<file path="src/rtl/scba_ram.sv">
// simple dual port memory, one write and one registered read per cycle
// no dependencies
`default_nettype none

module scba_ram #(
    parameter int WIDTH = 8,
    parameter int DEPTH = 16,
    localparam int AW = (DEPTH > 1) ? $clog2(DEPTH) : 1
) (
    input  wire logic             i_clk,
    input  wire logic             i_we,
    input  wire logic [AW-1:0]    i_waddr,
    input  wire logic [WIDTH-1:0] i_wdata,
    input  wire logic [AW-1:0]    i_raddr,
    output logic      [WIDTH-1:0] o_rdata
);

    logic [WIDTH-1:0] r_mem [DEPTH];
    logic [WIDTH-1:0] r_rdata;

    always_ff @(posedge i_clk) begin
        if (i_we) begin
            r_mem[i_waddr] <= i_wdata;
        end
        r_rdata <= r_mem[i_raddr];
    end

    assign o_rdata = r_rdata;

endmodule

`default_nettype wire

</file>
<file path="config.mk">
export PLATFORM = sky130hd
export DESIGN_NAME = scba_ram
export DESIGN_NICKNAME = d
export VERILOG_FILES = /design/src/rtl/scba_ram.sv
export SDC_FILE = /design/constraint.sdc
export NUM_CORES = 1
export LEC_CHECK = 0
export BUFFER_PORTS_ARGS = -buffer_cell sky130_fd_sc_hd__buf_2
export CAP_MARGIN = 20
export CORE_MARGIN = 4
export CORE_UTILIZATION = 50
export CTS_CLUSTER_DIAMETER = 60
export DETAILED_ROUTE_END_ITERATION = 6
export PLACE_DENSITY_LB_ADDON = 0.3
export REMOVE_ABC_BUFFERS = 1
export SYNTH_ARGS = -nofsm -noshare
export SYNTH_HDL_FRONTEND = slang
export SYNTH_SLANG_ARGS = --single-unit
</file>
<file path="constraint.sdc">
create_clock -name i_clk -period 1.6 [get_ports i_clk]
set_input_delay 0.08 -clock i_clk [delete_from_list [all_inputs] [get_ports i_clk]]
set_output_delay 0.08 -clock i_clk [all_outputs]
set_load 0.03 [all_outputs]
</file>
## After elaboration in Yosys (flattened, before gate mapping)

Memory sizes are Yosys's and may differ from the RTL's. A register that Yosys moved wholly into a read port is not among the register bits.
Index checks and enable logic that the tools add are counted.

- Register bits: 0
- Bits in writable memories: 128
- Bits of input ports: 18
- Output and inout port bits: 8
- Word-level logic and storage cells: 3
- Memories: 1

Memory list:

| name | words | bits a word | rd ports | clocked after memory_dff | wr ports | line | source |
|---|---|---|---|---|---|---|---|
| r_mem | 16 | 8 | 1 | 1 | 1 | 18 | `logic [WIDTH-1:0] r_mem [DEPTH];` |

- Mux-type cells: 2

Operators with widths:

| kind | number |
|---|---|
| $mux W1 | 2 |

## Depth between registers and ports, before layout

- Word-level depth: 2
- Gate-level depth with buffers: 5
- Mapped depth without buffers: 3

## Least setup slack after synthesis

OpenSTA, ideal clock, no wires.

- Kind: in2reg
- Start point: input i_waddr[2]
- End point: memory r_mem[0][0] (enable)
- Library setup time: 383 ps
- Arrival: 1190 ps
- Required time: 1217 ps
- Setup slack: 27 ps
- Stages on the path: 2
- Path buffers: 0
- Cell sequence: or3b_2 -> nor3_1

RTL lines:

| what | line | source |
|---|---|---|
| start: declaration | 12 | `input wire logic [AW-1:0] i_waddr,` |
| end: declaration | 18 |  |

No word-level cell before the write port.

==> flow_summary.json <==
{
  "fill_cells": 711,
  "swShare_pct": 19.8,
  "cts_setup_buffers": 0,
  "ys_seq_area_share_pct": 77.8,
  "via_count": 2490,
  "layout-drive-gt1-share_pct": 30.8,
  "ios": 26,
  "grt-ovfl-total": 0,
  "drt_iter0_drc": 165,
  "synthCells": 229,
  "cp.required_ns": 1.97,
  "path_delay_family": "multiplexers",
  "crit_buf_inv": 0,
  "hp-class": "primary input to flop",
  "fin_setup_tns_ns": 0,
  "dr.pass1.iters": 5,
  "ant_nets": 0,
  "p_leak_nw": 2.14,
  "cp.arrival_ns": 1.74,
  "syn2layout_area_growth_pct": 21.0,
  "syn_area_um2": 5150,
  "hpwl_um": 5960,
  "antenna_found_initial": 0,
  "numCtsBuffers": 17,
  "antenna_cells": 0,
  "crit_slowest_cell": "mux4_1",
  "drc": 0,
  "gp_congestion": 0.731,
  "fin_nets": 310,
  "slew_headroom_pct": 73.6,
  "intPower_mw": 6.69,
  "placed_cells": 398,
  "max_freq_mhz": 730,
  "hold_viol": 0,
  "initial_core_util_pct": 51.9,
  "utilization_pct": 62.9,
  "io_buffers": 25,
  "crit_fanout": 1,
  "fin_skew_ns": 0.00824,
  "path_cells": "mux4_1 > a22oi_1 > nand2_1",
  "syn-mean-instance-area_um2": 22.5,
  "cpPeakStageDelay_ns": 0.51,
  "fin_crit_ns": 1.37,
  "postRouteWirelength_um": 9800,
  "pwr-share-comb_pct": 5.1,
  "ff_latch_area_um2": 4000,
  "cts_buffer_depth": 2,
  "final_common_cell": "edfxtp_1",
  "pwr-share-seq_pct": 48.1,
  "die_y_um": 109,
  "wl_per_cell_um": 22.4,
  "clk-insertion-delay-late_ns": 0.51,
  "critPathCaptureType": "flop",
  "grt_util_all_layers_pct": 18.4,
  "max_slew.worst_pin.slew_ns": 0.396,
  "ys_types": 19,
  "synth_warnings": 0,
  "dieArea_um2": 12000,
  "worst-setup-path-type": "flop to flop",
  "grt_max_degree": 33,
  "synth-seq-cells": 136,
  "slew_viol_final": 0,
  "multi_input_area_um2": 1060,
  "placementRows": 36,
  "power_mw": 8.34,
  "p_per_area_nw_per_um2": 1340,
  "htree_levels": 4,
  "grt_pass1_vias": 2644,
  "grt_pass1_wl_um": 15300,
  "finalSetupViolCount": 0,
  "crit_path_start_kind": "flop",
  "fin_crit_sh_pct": 85.6,
  "rsz0062_at_grt": "false",
  "timing.hold.ws_ns": 0.136,
  "power_switching_mw": 1.65,
  "pwr-share-clk_pct": 46.8,
  "clk_pin_slew_ns": 0.06,
  "fp.coreArea_um2": 9910,
  "die_x_um": 109,
  "outcome": "completed",
  "fin_cells": 438,
  "vias_per_cell": 5.68,
  "vdd_ir_drop_max_uv": 1030,
  "max_cap_viol_count": 0,
  "clk_root_buffer_cell": "clkbuf_8",
  "tritoncts": "yes",
  "cts_sinks": 136,
  "layout_common_cells": "edfxtp_1, buf_2, mux4_2, buf_4"
}
==> worst register-to-register path, cell delays in order, from the launching register on <==
cell	delay [ns]
edfxtp_1	0.36
mux4_1	0.51
a22oi_1	0.29
nand2_1	0.09
==> metrics by stage <==
| stage | worst slack (ns) | cell area (um2) |
|---|---|---|
| 6_report | 0.231 | 6230 |
| 5_1_grt | 0.166 | 6230 |
| 4_1_cts | 0.238 | 6230 |
| 3_5_place_dp | 0.0906 | 5550 |
| 3_3_place_gp | 0.114 | 5550 |
| 2_1_floorplan | 0.0271 | 5060 |
==> synth_stat cells, drive strengths merged <==
master / count / area [um2]
buf: 7 / 56.3
a22oi: 16 / 120
nand3: 1 / 5.00
and2b: 1 / 7.51
edfxtp: 128 / 3840
and2: 1 / 6.26
nand3b: 2 / 15.0
dfxtp: 8 / 160
nor3: 4 / 20.0
nor2: 13 / 48.8
mux4: 32 / 773
nand2b: 2 / 12.5
nor2b: 1 / 6.26
clkdlybuf4s25: 3 / 30.0
or3b: 1 / 8.76
nand2: 9 / 33.8
==> power by group through the flow <==
| stage | combinational (mW) | sequential (mW) | clock, mW |
|---|---|---|---|
| 2_1_floorplan | 0.160 | 4.12 | 0 |
| 3_3_place_gp | 0.408 | 4.08 | 0 |
| 3_5_place_dp | 0.417 | 4.08 | 0 |
| 4_1_cts | 0.435 | 4.01 | 3.96 |
| 5_1_grt | 0.464 | 4.02 | 4.15 |
| 6_report | 0.428 | 4.01 | 3.90 |
==> timing repair <==
action	CTS	global route
endpoints found under the setup margin	0	0
endpoints found under the hold margin	128	0
hold buffers	8	0
gates resized for setup	0	0
==> registers in the layout (all words and copies together) (netlist names) <==
register / count
r_mem: 128
o_rdata: 8
==> routing by layer <==
| metal | vias to the layer above | share of wire (%) | track usage (%) |
|---|---|---|---|
| met4 | 0 | 0.80 | 6.95 |
| met5 | - | 0 | 0 |
| met3 | 6 | 7.3 | 4.93 |
| met2 | 107 | 50 | 28.3 |
| met1 | 1275 | 42 | 25.4 |
| li1 | 1102 | - | - |
==> area by class of cell <==
class                   instances  share of cell area (%)
multi-input cells              83                    17.0
flip-flops and latches        136                    64.3
repair buffers                 54                    6.43
clock inverters                13                    2.87
well taps                     133                    2.67
clock buffers                  19                    6.77
==> logic make-up (layout without fill, tap and decap cells) <==
group	Yosys count	in the layout	synth area share [%]
flip-flops	136	136	77.8
AND/OR/NAND/NOR	35	35	3.18
multiplexers	32	32	15.0
AO/OA/AOI/OAI	16	16	2.33
buffers and inverters	10	86	1.68
==> final timing paths <==
check | startpoint | slack, ns | to | cells past startpoint
setup / recovery | r_mem[9][3]$_DFFE_PP_ | 0.23 | o_rdata[3]$_DFF_P_ | 3
hold / removal | i_waddr[0] | 0.14 | r_mem[0][0]$_DFFE_PP_ | 3
setup reg to reg | r_mem[9][3]$_DFFE_PP_ | 0.23 | o_rdata[3]$_DFF_P_ | 3
hold reg to reg | r_mem[15][7]$_DFFE_PP_ | 0.68 | o_rdata[7]$_DFF_P_ | 3
(Power assumes the default switching activity.)
