## config.mk

```make
export PLATFORM = sky130hd
export DESIGN_NAME = scba_divider
export DESIGN_NICKNAME = d
export VERILOG_FILES = /design/src/rtl/scba_divider.sv
export SDC_FILE = /design/constraint.sdc
export NUM_CORES = 1
export LEC_CHECK = 0
export BUFFER_PORTS_ARGS = -buffer_cell sky130_fd_sc_hd__buf_2
export CORE_MARGIN = 1.5
export CORE_UTILIZATION = 40
export CTS_CLUSTER_SIZE = 28
export DETAILED_ROUTE_END_ITERATION = 6
export SLEW_MARGIN = 15
export SYNTH_ARGS = -nofsm -noshare
export SYNTH_HDL_FRONTEND = slang
export SYNTH_SLANG_ARGS = --single-unit
```

## constraint.sdc

```tcl
create_clock -name i_clk -period 2.6 [get_ports i_clk]
set_input_delay 0.52 -clock i_clk [delete_from_list [all_inputs] [get_ports i_clk]]
set_output_delay 0.52 -clock i_clk [all_outputs]
set_load 0.05 [all_outputs]
```

## src/rtl/scba_divider.sv

```systemverilog
// restoring divider, one quotient bit per cycle
// no dependencies
`default_nettype none

module scba_divider #(
    parameter int DVD_W = 25,
    parameter int DVS_W = 14
) (
    input  wire logic             i_clk,
    input  wire logic             i_rst_n,
    input  wire logic             i_start,
    input  wire logic [DVD_W-1:0] i_dividend,
    input  wire logic [DVS_W-1:0] i_divisor,
    output logic                  o_done,
    output logic      [DVD_W-1:0] o_quotient,
    output logic      [DVS_W-1:0] o_remainder
);

    localparam int CNT_W = $clog2(DVD_W + 1);

    logic             r_busy;
    logic             r_done;
    logic [CNT_W-1:0] r_cnt;
    logic [DVD_W-1:0] r_quo;
    logic [DVS_W-1:0] r_rem;
    logic [DVS_W-1:0] r_div;

    logic [DVS_W:0]   w_trial;
    logic             w_ge;

    assign w_trial = {r_rem, r_quo[DVD_W-1]};
    assign w_ge    = w_trial >= {1'b0, r_div};

    always_ff @(posedge i_clk) begin
        if (!i_rst_n) begin
            r_busy <= 1'b0;
            r_done <= 1'b0;
            r_cnt  <= '0;
        end else begin
            r_done <= 1'b0;
            if (i_start) begin
                r_busy <= 1'b1;
                r_cnt  <= '0;
            end else if (r_busy) begin
                r_cnt <= r_cnt + CNT_W'(1);
                if (r_cnt == CNT_W'(DVD_W - 1)) begin
                    r_busy <= 1'b0;
                    r_done <= 1'b1;
                end
            end
        end
    end

    always_ff @(posedge i_clk) begin
        if (i_start) begin
            r_quo <= i_dividend;
            r_rem <= '0;
            r_div <= i_divisor;
        end else if (r_busy) begin
            r_quo <= {r_quo[DVD_W-2:0], w_ge};
            r_rem <= w_ge ? DVS_W'(w_trial - {1'b0, r_div}) : DVS_W'(w_trial);
        end
    end

    assign o_done      = r_done;
    assign o_quotient  = r_quo;
    assign o_remainder = r_rem;

endmodule

`default_nettype wire

```

Word-level counts from Yosys, hierarchy flattened. Index checks and enable logic that the tools add are counted.

Register bits after elaboration: 60. Latch bits: 0. Bits in writable memories: 0. ROM bits: 0. Bits of input ports: 42. Memories: 0.

Add/sub/neg operators: 2. Multipliers: 0. Div/mod/pow operators: 0. $lt $le $gt $ge: 1. Eq/ne operators: 1. Shift-type cells: 0. Muxes and demuxes: 7. Bitwise gates (word level): 2. Reductions and logical operators: 3.

Operators by type and width (number): two-way mux 25 bit (2); >= comparator 15 x 14 -> 1 bit (1); two-way mux 14 bit (1); subtractor 14 bit (1); adder 5 x 1 -> 5 bit, second input constant (1); == test 5 bit, second input constant (1); two-way mux 1 bit (4); OR reduction 3 bit (1); inverter 1 bit (2); nonzero test 2 bit (1); OR reduction 2 bit (1).

Depth between registers and ports, before layout. Gate-level depths: netlist (run 1).

Depth in word-level cells: 4. Gate-level depth with buffers: 11.

Worst setup path after synthesis (run 1). OpenSTA, ideal clock, no wires.

Kind: register -> register. Start point: register r_quo[24] (netlist: o_quotient[24]). End point: register r_rem[10] (netlist: o_remainder[10]). Setup time: 0.086 ns. Arrival: 2.640 ns. Setup slack: -0.126 ns. Stages on the path, launching flop included: 12. Path buffers: 0. Path through: edfxtp_1 > inv_1 > ha_1 > inv_1 > fa_1 > a211oi_1 > o211ai_1 > a31o_2 > a21oi_1 > xnor2_1 > mux2i_1 > a211oi_1.

Longest elaborated chain between the ends: 2. Elaborated cells between the ends (all ways): 3. Those cells by class: 1 x add/sub; 1 x order compare; 1 x mux.

Ends and longest elaborated chain: from (decl) (RTL line 24) `logic [DVD_W-1:0] r_quo;`; from (signal assigned) (RTL line 56) `r_quo <= i_dividend;`; from (signal assigned) (RTL line 60) `r_quo <= {r_quo[DVD_W-2:0], w_ge};`; subtractor 14 bit or >= comparator 15 x 14 -> 1 bit (tied branches) (RTL line 61, 32); two-way mux 14 bit * (RTL line 61) `r_rem <= w_ge ? DVS_W'(w_trial - {1'b0, r_div}) : DVS_W'(w_trial);`; to (signal assigned) (RTL line 61); to (decl) (RTL line 25) `logic [DVS_W-1:0] r_rem;`.

Mark *: on every way between the ends. The rest lies on a longest branch, timed or not. A chain may end at the register's enable or synchronous reset.

Final worst setup path (run 1). Same ends and word-level chain as after synthesis.

==> impl_metrics.env, run 1 <==
export IMPL_timing_hold_ws_ns=0.353
export IMPL_clock_power_share=0.278
export IMPL_worst_ir_drop_vdd_mv=0.262
export IMPL_cts_tree="done"
export IMPL_cp_data_arrival_time_ns=2.67
export IMPL_critPathBufInv=2
export IMPL_die_x_um=91.1
export IMPL_cts_buffers=9
export IMPL_final_hold_violation_count=0
export IMPL_critical_path_max_stage_delay_ns=0.39
export IMPL_maxClockFrequency_mhz=414
export IMPL_dr_first_iter_drc_count=65
export IMPL_critical_path_class="reg -> reg"
export IMPL_synthDominantCellAreaShare=0.377
export IMPL_avgViaCountPerCell=4.98
export IMPL_cts_htree_levels=3
export IMPL_fp_dieArea_um2=8300
export IMPL_relSlewSlack=0.721
export IMPL_die_y_extent_um=91.1
export IMPL_final_max_slew_violation_count=0
export IMPL_gp_routability_congestion=0.812
export IMPL_critPathRequiredTime_ns=2.86
export IMPL_power_density_cell_area_nw_per_um2=703
export IMPL_count_of_non_filler_cells_in_the_finished_layout=459
export IMPL_worstReg2RegStart="o_quotient[24]"
export IMPL_hold_depth=1
export IMPL_final_layout_net_count=415
export IMPL_antennaDiodeCount=0
export IMPL_initial_standard_cell_utilization_of_the_core=0.421
export IMPL_path_delay_family="compound AO/OA/AOI/OAI gates"
export IMPL_synth_async_sr_flop_share=0
export IMPL_worstPathCellList="inv_2 -> ha_1 -> inv_1 -> fa_2 -> a211oi_2 -> o211ai_1 -> a31o_2 -> a21oi_2 -> xnor2_1 -> mux2i_1 -> a211oi_1"
export IMPL_switching_power_mw=0.930
export IMPL_outcome="complete, no violations"
export IMPL_power_static_leakage_nw=1.65
export IMPL_synth_top_area_cell="edfxtp_1"
export IMPL_post_route_cells_drive_above_1_share=0.383
export IMPL_worst_margin_pin_slew_ns=0.418
export IMPL_dpl_hpwl_mm=4.46
export IMPL_syn_cell_area_um2=3100
export IMPL_floorplan_core_area_um2=7370
export IMPL_pwr_share_comb=0.289
export IMPL_start_kind="flip-flop"
export IMPL_grt_first_pass_wirelength_mm=10.6
export IMPL_synth_nets=326
export IMPL_clk_insertion_delay_late_ns=0.34
export IMPL_first_global_vias=2244
export IMPL_hold_path_end="r_div[7]"
export IMPL_grtUsageTotal=0.163
export IMPL_cap_violations=0
export IMPL_initial_antenna_violation_count=0
export IMPL_worst_clock_skew_ns=0.00834
export IMPL_synth_seq_area_share=0.513
export IMPL_worst_r2r_endpoint="o_remainder[10]"
export IMPL_drt_antenna_violating_nets=0
export IMPL_hold_class="in -> reg"
export IMPL_finalCritPeriodShare=0.928
export IMPL_slowest_stage="edfxtp_1"
export IMPL_root_buffer="clkbuf_8"
export IMPL_power_switching_fraction=0.346
export IMPL_wl_per_cell_um=13.9
export IMPL_synth_cells=266
export IMPL_residual_drc_count=0
export IMPL_io_buffers=81
export IMPL_cts_sinks=60
export IMPL_yosys_register_bits=60
export IMPL_ys_types=46
export IMPL_detailedRoute_firstPassIterationCount=4
export IMPL_filler_cell_count=729
export IMPL_top_level_ports=82
export IMPL_maximum_number_of_pins_on_one_net_before_global_route_repair=56
export IMPL_placed_cells_incl_taps=442
export IMPL_setup_viol=0
export IMPL_grt_remaining_overflow=0
export IMPL_area_growth_pct=23.3
export IMPL_ys_flop_type="edfxtp_1"
export IMPL_worst_setup_hold_path_clk_slew_ns=0.07
export IMPL_wirelength_mm=6.39
export IMPL_worstRegToRegCells=11
export IMPL_synthesis_yosys_warnings=0
export IMPL_clock_tree_buffer_depth=2
export IMPL_crit_path_start="o_quotient[24]"
export IMPL_critical_path_peak_fanout=3
export IMPL_reg2reg_setup_slack_ns=0.19
export IMPL_timing_hold_worst_start="i_divisor[7]"
export IMPL_post_cts_hold_buffer_count=0
export IMPL_synth_enable_flop_cells=39
export IMPL_via_count_of_the_routed_design=2286
export IMPL_sequential_group_share_of_total_power=0.433
export IMPL_cp_end_kind="flip-flop"
export IMPL_internal_power_mw=1.76
export IMPL_final_period_minus_worst_setup_slack_ns=2.41
export IMPL_syn_mean_instance_area_um2=11.7
export IMPL_core_rowCount=31
export IMPL_ys_top_cells_by_area="edfxtp_1, dfxtp_1, mux2_2"
==> power by group through the flow <==
stage	Combinational (mW)	Clock (mW)	Sequential (mW)
global placement	0.766	0	1.18
global route	0.842	0.821	1.18
floorplan	0.381	0	1.40
detailed placement	0.768	0	1.19
finish	0.776	0.748	1.16
CTS	0.773	0.779	1.17
==> kinds of logic (layout without fill, tap and decap cells) <==
family / Yosys count / count (layout) / share of synthesized area
AO/OA/AOI/OAI: 50 / 50 / 0.113
XOR/XNOR: 15 / 15 / 0.0423
adder cells (fa/ha/maj): 18 / 18 / 0.0750
buffers and inverters: 31 / 125 / 0.0451
flip-flops: 60 / 60 / 0.513
multiplexers: 35 / 35 / 0.123
AND/OR/NAND/NOR: 57 / 57 / 0.0887
==> registers in the layout (all words and copies together) (netlist names) <==
register / cells
o_done: 1
o_quotient: 25
o_remainder: 14
r_busy: 1
r_cnt: 5
r_div: 14
==> layer usage <==
layer	vias to the layer above	track usage	wire length [µm]
met1	1087	0.208	3020
met5	-	0	0
met4	0	0.0508	73
li1	1154	-	-
met3	8	0.0519	224
met2	37	0.262	3070
==> per-stage QoR <==
stage / setup TNS, ns / setup WS (ns) / utilization / total power [mW] / area [µm²]
floorplan: 0 / 0.0160 / - / 1.78 / 3110
global placement: 0 / 0.219 / 0.494 / 1.95 / 3640
detailed placement: 0 / 0.178 / 0.494 / 1.95 / 3640
CTS: 0 / 0.133 / 0.518 / 2.72 / 3810
global route: -0.0113 / -0.00721 / 0.519 / 2.84 / 3830
finish: 0 / 0.187 / 0.519 / 2.69 / 3830
==> Yosys cell counts (all sizes together), types with 2 or more instances <==
cell type / n
nand4: 3
a211oi: 10
nand2: 13
inv: 20
buf: 2
nand3: 4
a211o: 2
nor2b: 2
clkbuf: 8
dfxtp: 21
a311o: 2
nand2b: 2
xnor2: 10
mux2i: 10
a31o: 2
o311ai: 2
nor3: 3
o21ai: 6
ha: 17
edfxtp: 39
nor2: 22
a21oi: 15
mux2: 25
o211ai: 2
and3: 2
xor2: 5
a21o: 2
==> layout by cell type (no fill, tap or decap), types with 3 or more instances in the layout <==
| cell type | n |
|---|---|
| a211oi_1 | 9 |
| a21oi_1 | 13 |
| buf_2 | 81 |
| buf_4 | 6 |
| clkbuf_8 | 10 |
| clkinvlp_4 | 3 |
| dfxtp_1 | 21 |
| edfxtp_1 | 39 |
| ha_1 | 17 |
| inv_1 | 19 |
| mux2_2 | 25 |
| mux2i_1 | 10 |
| nand2_1 | 13 |
| nand3_1 | 4 |
| nand4_1 | 3 |
| nor2_1 | 22 |
| nor3_1 | 3 |
| o21ai_0 | 5 |
| xnor2_1 | 10 |
| xor2_1 | 5 |
==> what timing repair did <==
action / 4_1_cts / 5_1_grt
setup endpoints to repair: 0 / 2
resized for setup: 0 / 1
buffers inserted: 0 / 1
==> how the worst max path moves through the flow <==
stage	to	slack [ns]	cells after the start
2_1_floorplan	o_remainder[10]	0.02	11
3_3_place_gp	o_remainder[10]	0.22	11
3_5_place_dp	o_remainder[10]	0.18	11
4_1_cts	o_remainder[10]	0.13	11
5_1_grt	o_remainder[12]	-0.007	11
6_report	o_remainder[10]	0.19	11
==> area by class of cell <==
cell class                 instances  area [µm²]  share of cell area
sequential                        60        1590               0.416
multi-input combinational        175        1380               0.362
clock buffer                      10         138              0.0360
inverter                          21        78.8              0.0206
clock inverter                     6        40.0              0.0105
timing repair buffer              88         470               0.123
tap                               99         124              0.0324
(Power assumes the default switching activity.)
==> run 2, diff against run 1 <==
--- a/config.mk
+++ b/config.mk
@@ -11,4 +11,5 @@
 export CTS_CLUSTER_SIZE = 28
 export DETAILED_ROUTE_END_ITERATION = 6
+export MAX_ROUTING_LAYER = met4
 export SLEW_MARGIN = 15
 export SYNTH_ARGS = -nofsm -noshare
==> constraint.sdc (replaced) <==
create_clock -name i_clk -period 2.6 [get_ports i_clk]
set_input_delay 0.26 -clock i_clk [delete_from_list [all_inputs] [get_ports i_clk]]
set_output_delay 0.26 -clock i_clk [all_outputs]
set_load 0.05 [all_outputs]
==> run 2 against run 1 <==
Net effect:
- critical path depth is the same
- total power hardly changed
- routed wire length down 0.16%
- critical endpoint unchanged
==> impl_metrics.env, run 2 (synthesis gave the netlist of run 1 again) <==
export IMPL_grtUsageTotal=0.168
export IMPL_clk_insertion_delay_late_ns=0.34
export IMPL_area_growth_pct=23.3
export IMPL_cp_data_arrival_time_ns=2.67
export IMPL_worst_clock_skew_ns=0.00834
export IMPL_setup_viol=0
export IMPL_cts_tree="done"
export IMPL_residual_drc_count=0
export IMPL_fp_dieArea_um2=8300
export IMPL_finalPower_mw=2.69
export IMPL_initial_antenna_violation_count=0
export IMPL_cts_htree_levels=3
export IMPL_start_kind="flip-flop"
export IMPL_maxClockFrequency_mhz=415
export IMPL_dpl_hpwl_mm=4.46
export IMPL_final_max_slew_violation_count=0
export IMPL_core_rowCount=31
export IMPL_worst_ir_drop_vdd_mv=0.262
export IMPL_mostFrequentLayoutCell="buf_2"
export IMPL_count_of_non_filler_cells_in_the_finished_layout=459
export IMPL_hold_class="in -> reg"
export IMPL_critPathRequiredTime_ns=2.86
export IMPL_outcome="complete, no violations"
export IMPL_first_global_vias=2250
export IMPL_wirelength_mm=6.38
export IMPL_final_period_minus_worst_setup_slack_ns=2.41
export IMPL_post_cts_hold_buffer_count=0
export IMPL_critical_path_peak_fanout=3
export IMPL_die_y_extent_um=91.1
export IMPL_number_of_flip_flops_in_the_largest_register=25
export IMPL_finalCritPeriodShare=0.928
export IMPL_cp_end_kind="flip-flop"
export IMPL_highest_count_cells_in_the_layout_ignoring_fill_and_taps="buf_2, edfxtp_1, mux2_2"
export IMPL_clock_tree_buffer_depth=2
export IMPL_slowest_stage="edfxtp_1"
export IMPL_via_count_of_the_routed_design=2288
export IMPL_timing_hold_ws_ns=0.0935
export IMPL_gp_routability_congestion=0.824
export IMPL_detailedRoute_firstPassIterationCount=4
export IMPL_avgViaCountPerCell=4.98
export IMPL_critical_path_max_stage_delay_ns=0.39
export IMPL_root_buffer="clkbuf_8"
export IMPL_antennaDiodeCount=0
export IMPL_power_density_cell_area_nw_per_um2=703
export IMPL_dr_first_iter_drc_count=64
export IMPL_cts_sinks=60
export IMPL_final_hold_violation_count=0
export IMPL_wl_per_cell_um=13.9
export IMPL_top_level_ports=82
export IMPL_critical_path_class="reg -> reg"
export IMPL_post_route_cells_drive_above_1_share=0.383
export IMPL_grt_remaining_overflow=0
export IMPL_initial_standard_cell_utilization_of_the_core=0.421
export IMPL_maximum_number_of_pins_on_one_net_before_global_route_repair=56
export IMPL_worst_setup_hold_path_clk_slew_ns=0.07
export IMPL_die_x_um=91.1
export IMPL_power_static_leakage_nw=1.65
export IMPL_io_buffers=81
export IMPL_relSlewSlack=0.722
export IMPL_final_layout_net_count=415
export IMPL_worst_margin_pin_slew_ns=0.417
export IMPL_cts_buffers=9
export IMPL_grt_first_pass_wirelength_mm=10.6
export IMPL_placed_cells_incl_taps=442
export IMPL_floorplan_core_area_um2=7370
export IMPL_cap_violations=0
export IMPL_drt_antenna_violating_nets=0
export IMPL_worstPathCellList="inv_2 -> ha_1 -> inv_1 -> fa_2 -> a211oi_2 -> o211ai_1 -> a31o_2 -> a21oi_2 -> xnor2_1 -> mux2i_1 -> a211oi_1"
==> run 2: cell counts in the layout (fill, tap and decap cells not counted) <==
No cell type changed its count.
==> run 2: per-layer routing <==
layer  global-route usage  up-vias  wire length (µm)
li1                     -     1155                 -
met1                0.208     1086              3000
met2                0.262       39              3080
met3               0.0519        8               233
met4               0.0508        0                73
met5                    -        -                 0
==> run 2: through the flow <==
stage	cell area [µm²]	setup slack [ns]	setup TNS (ns)	utilization
global route	3830	-0.00721	-0.0112	0.519
finish	3830	0.188	0	0.519
CTS	3810	0.133	0	0.518
floorplan	3110	0.0160	0	-
detailed placement	3640	0.178	0	0.494
global placement	3640	0.219	0	0.494
==> run 2: worst max-delay path: cells and delay by family, from the launching register on <==
kind            cells  cell delay, ns
compound gates      5            1.06
flops               1            0.39
xor+xnor            1            0.13
mux                 1            0.09
fa+ha+maj           2            0.51
buf+inv             2            0.14
==> run 2: final timing paths <==
kind | startpoint | endpoint | slack, ns | cells past startpoint
worst max-delay path | o_quotient[24] | o_remainder[10] | 0.19 | 11
worst min-delay path | i_divisor[7] | r_div[7] | 0.09 | 1
worst max register to register | o_quotient[24] | o_remainder[10] | 0.19 | 11
worst min register to register | r_cnt[4] | o_done | 0.52 | 2
==> run 2: power by group <==
part | internal, mW | switching [mW] | leakage [nW]
clock network | 0.367 | 0.381 | 0.0819
registers | 1.11 | 0.0509 | 0.561
logic | 0.277 | 0.499 | 1.00
==> run 2: repair_timing <==
item / in CTS / in global routing
setup endpoints to repair: 0 / 2
setup buffers: 0 / 1
resized for setup: 0 / 1
==> run 2: area by class of cell <==
type	instances	area (µm²)
Timing Repair Buffer	88	470
Inverter	21	78.8
Sequential cell	60	1590
Clock inverter	6	40.0
Clock buffer	10	138
Tap cell	99	124
Fill cell	729	3540
Multi-Input combinational cell	175	1380
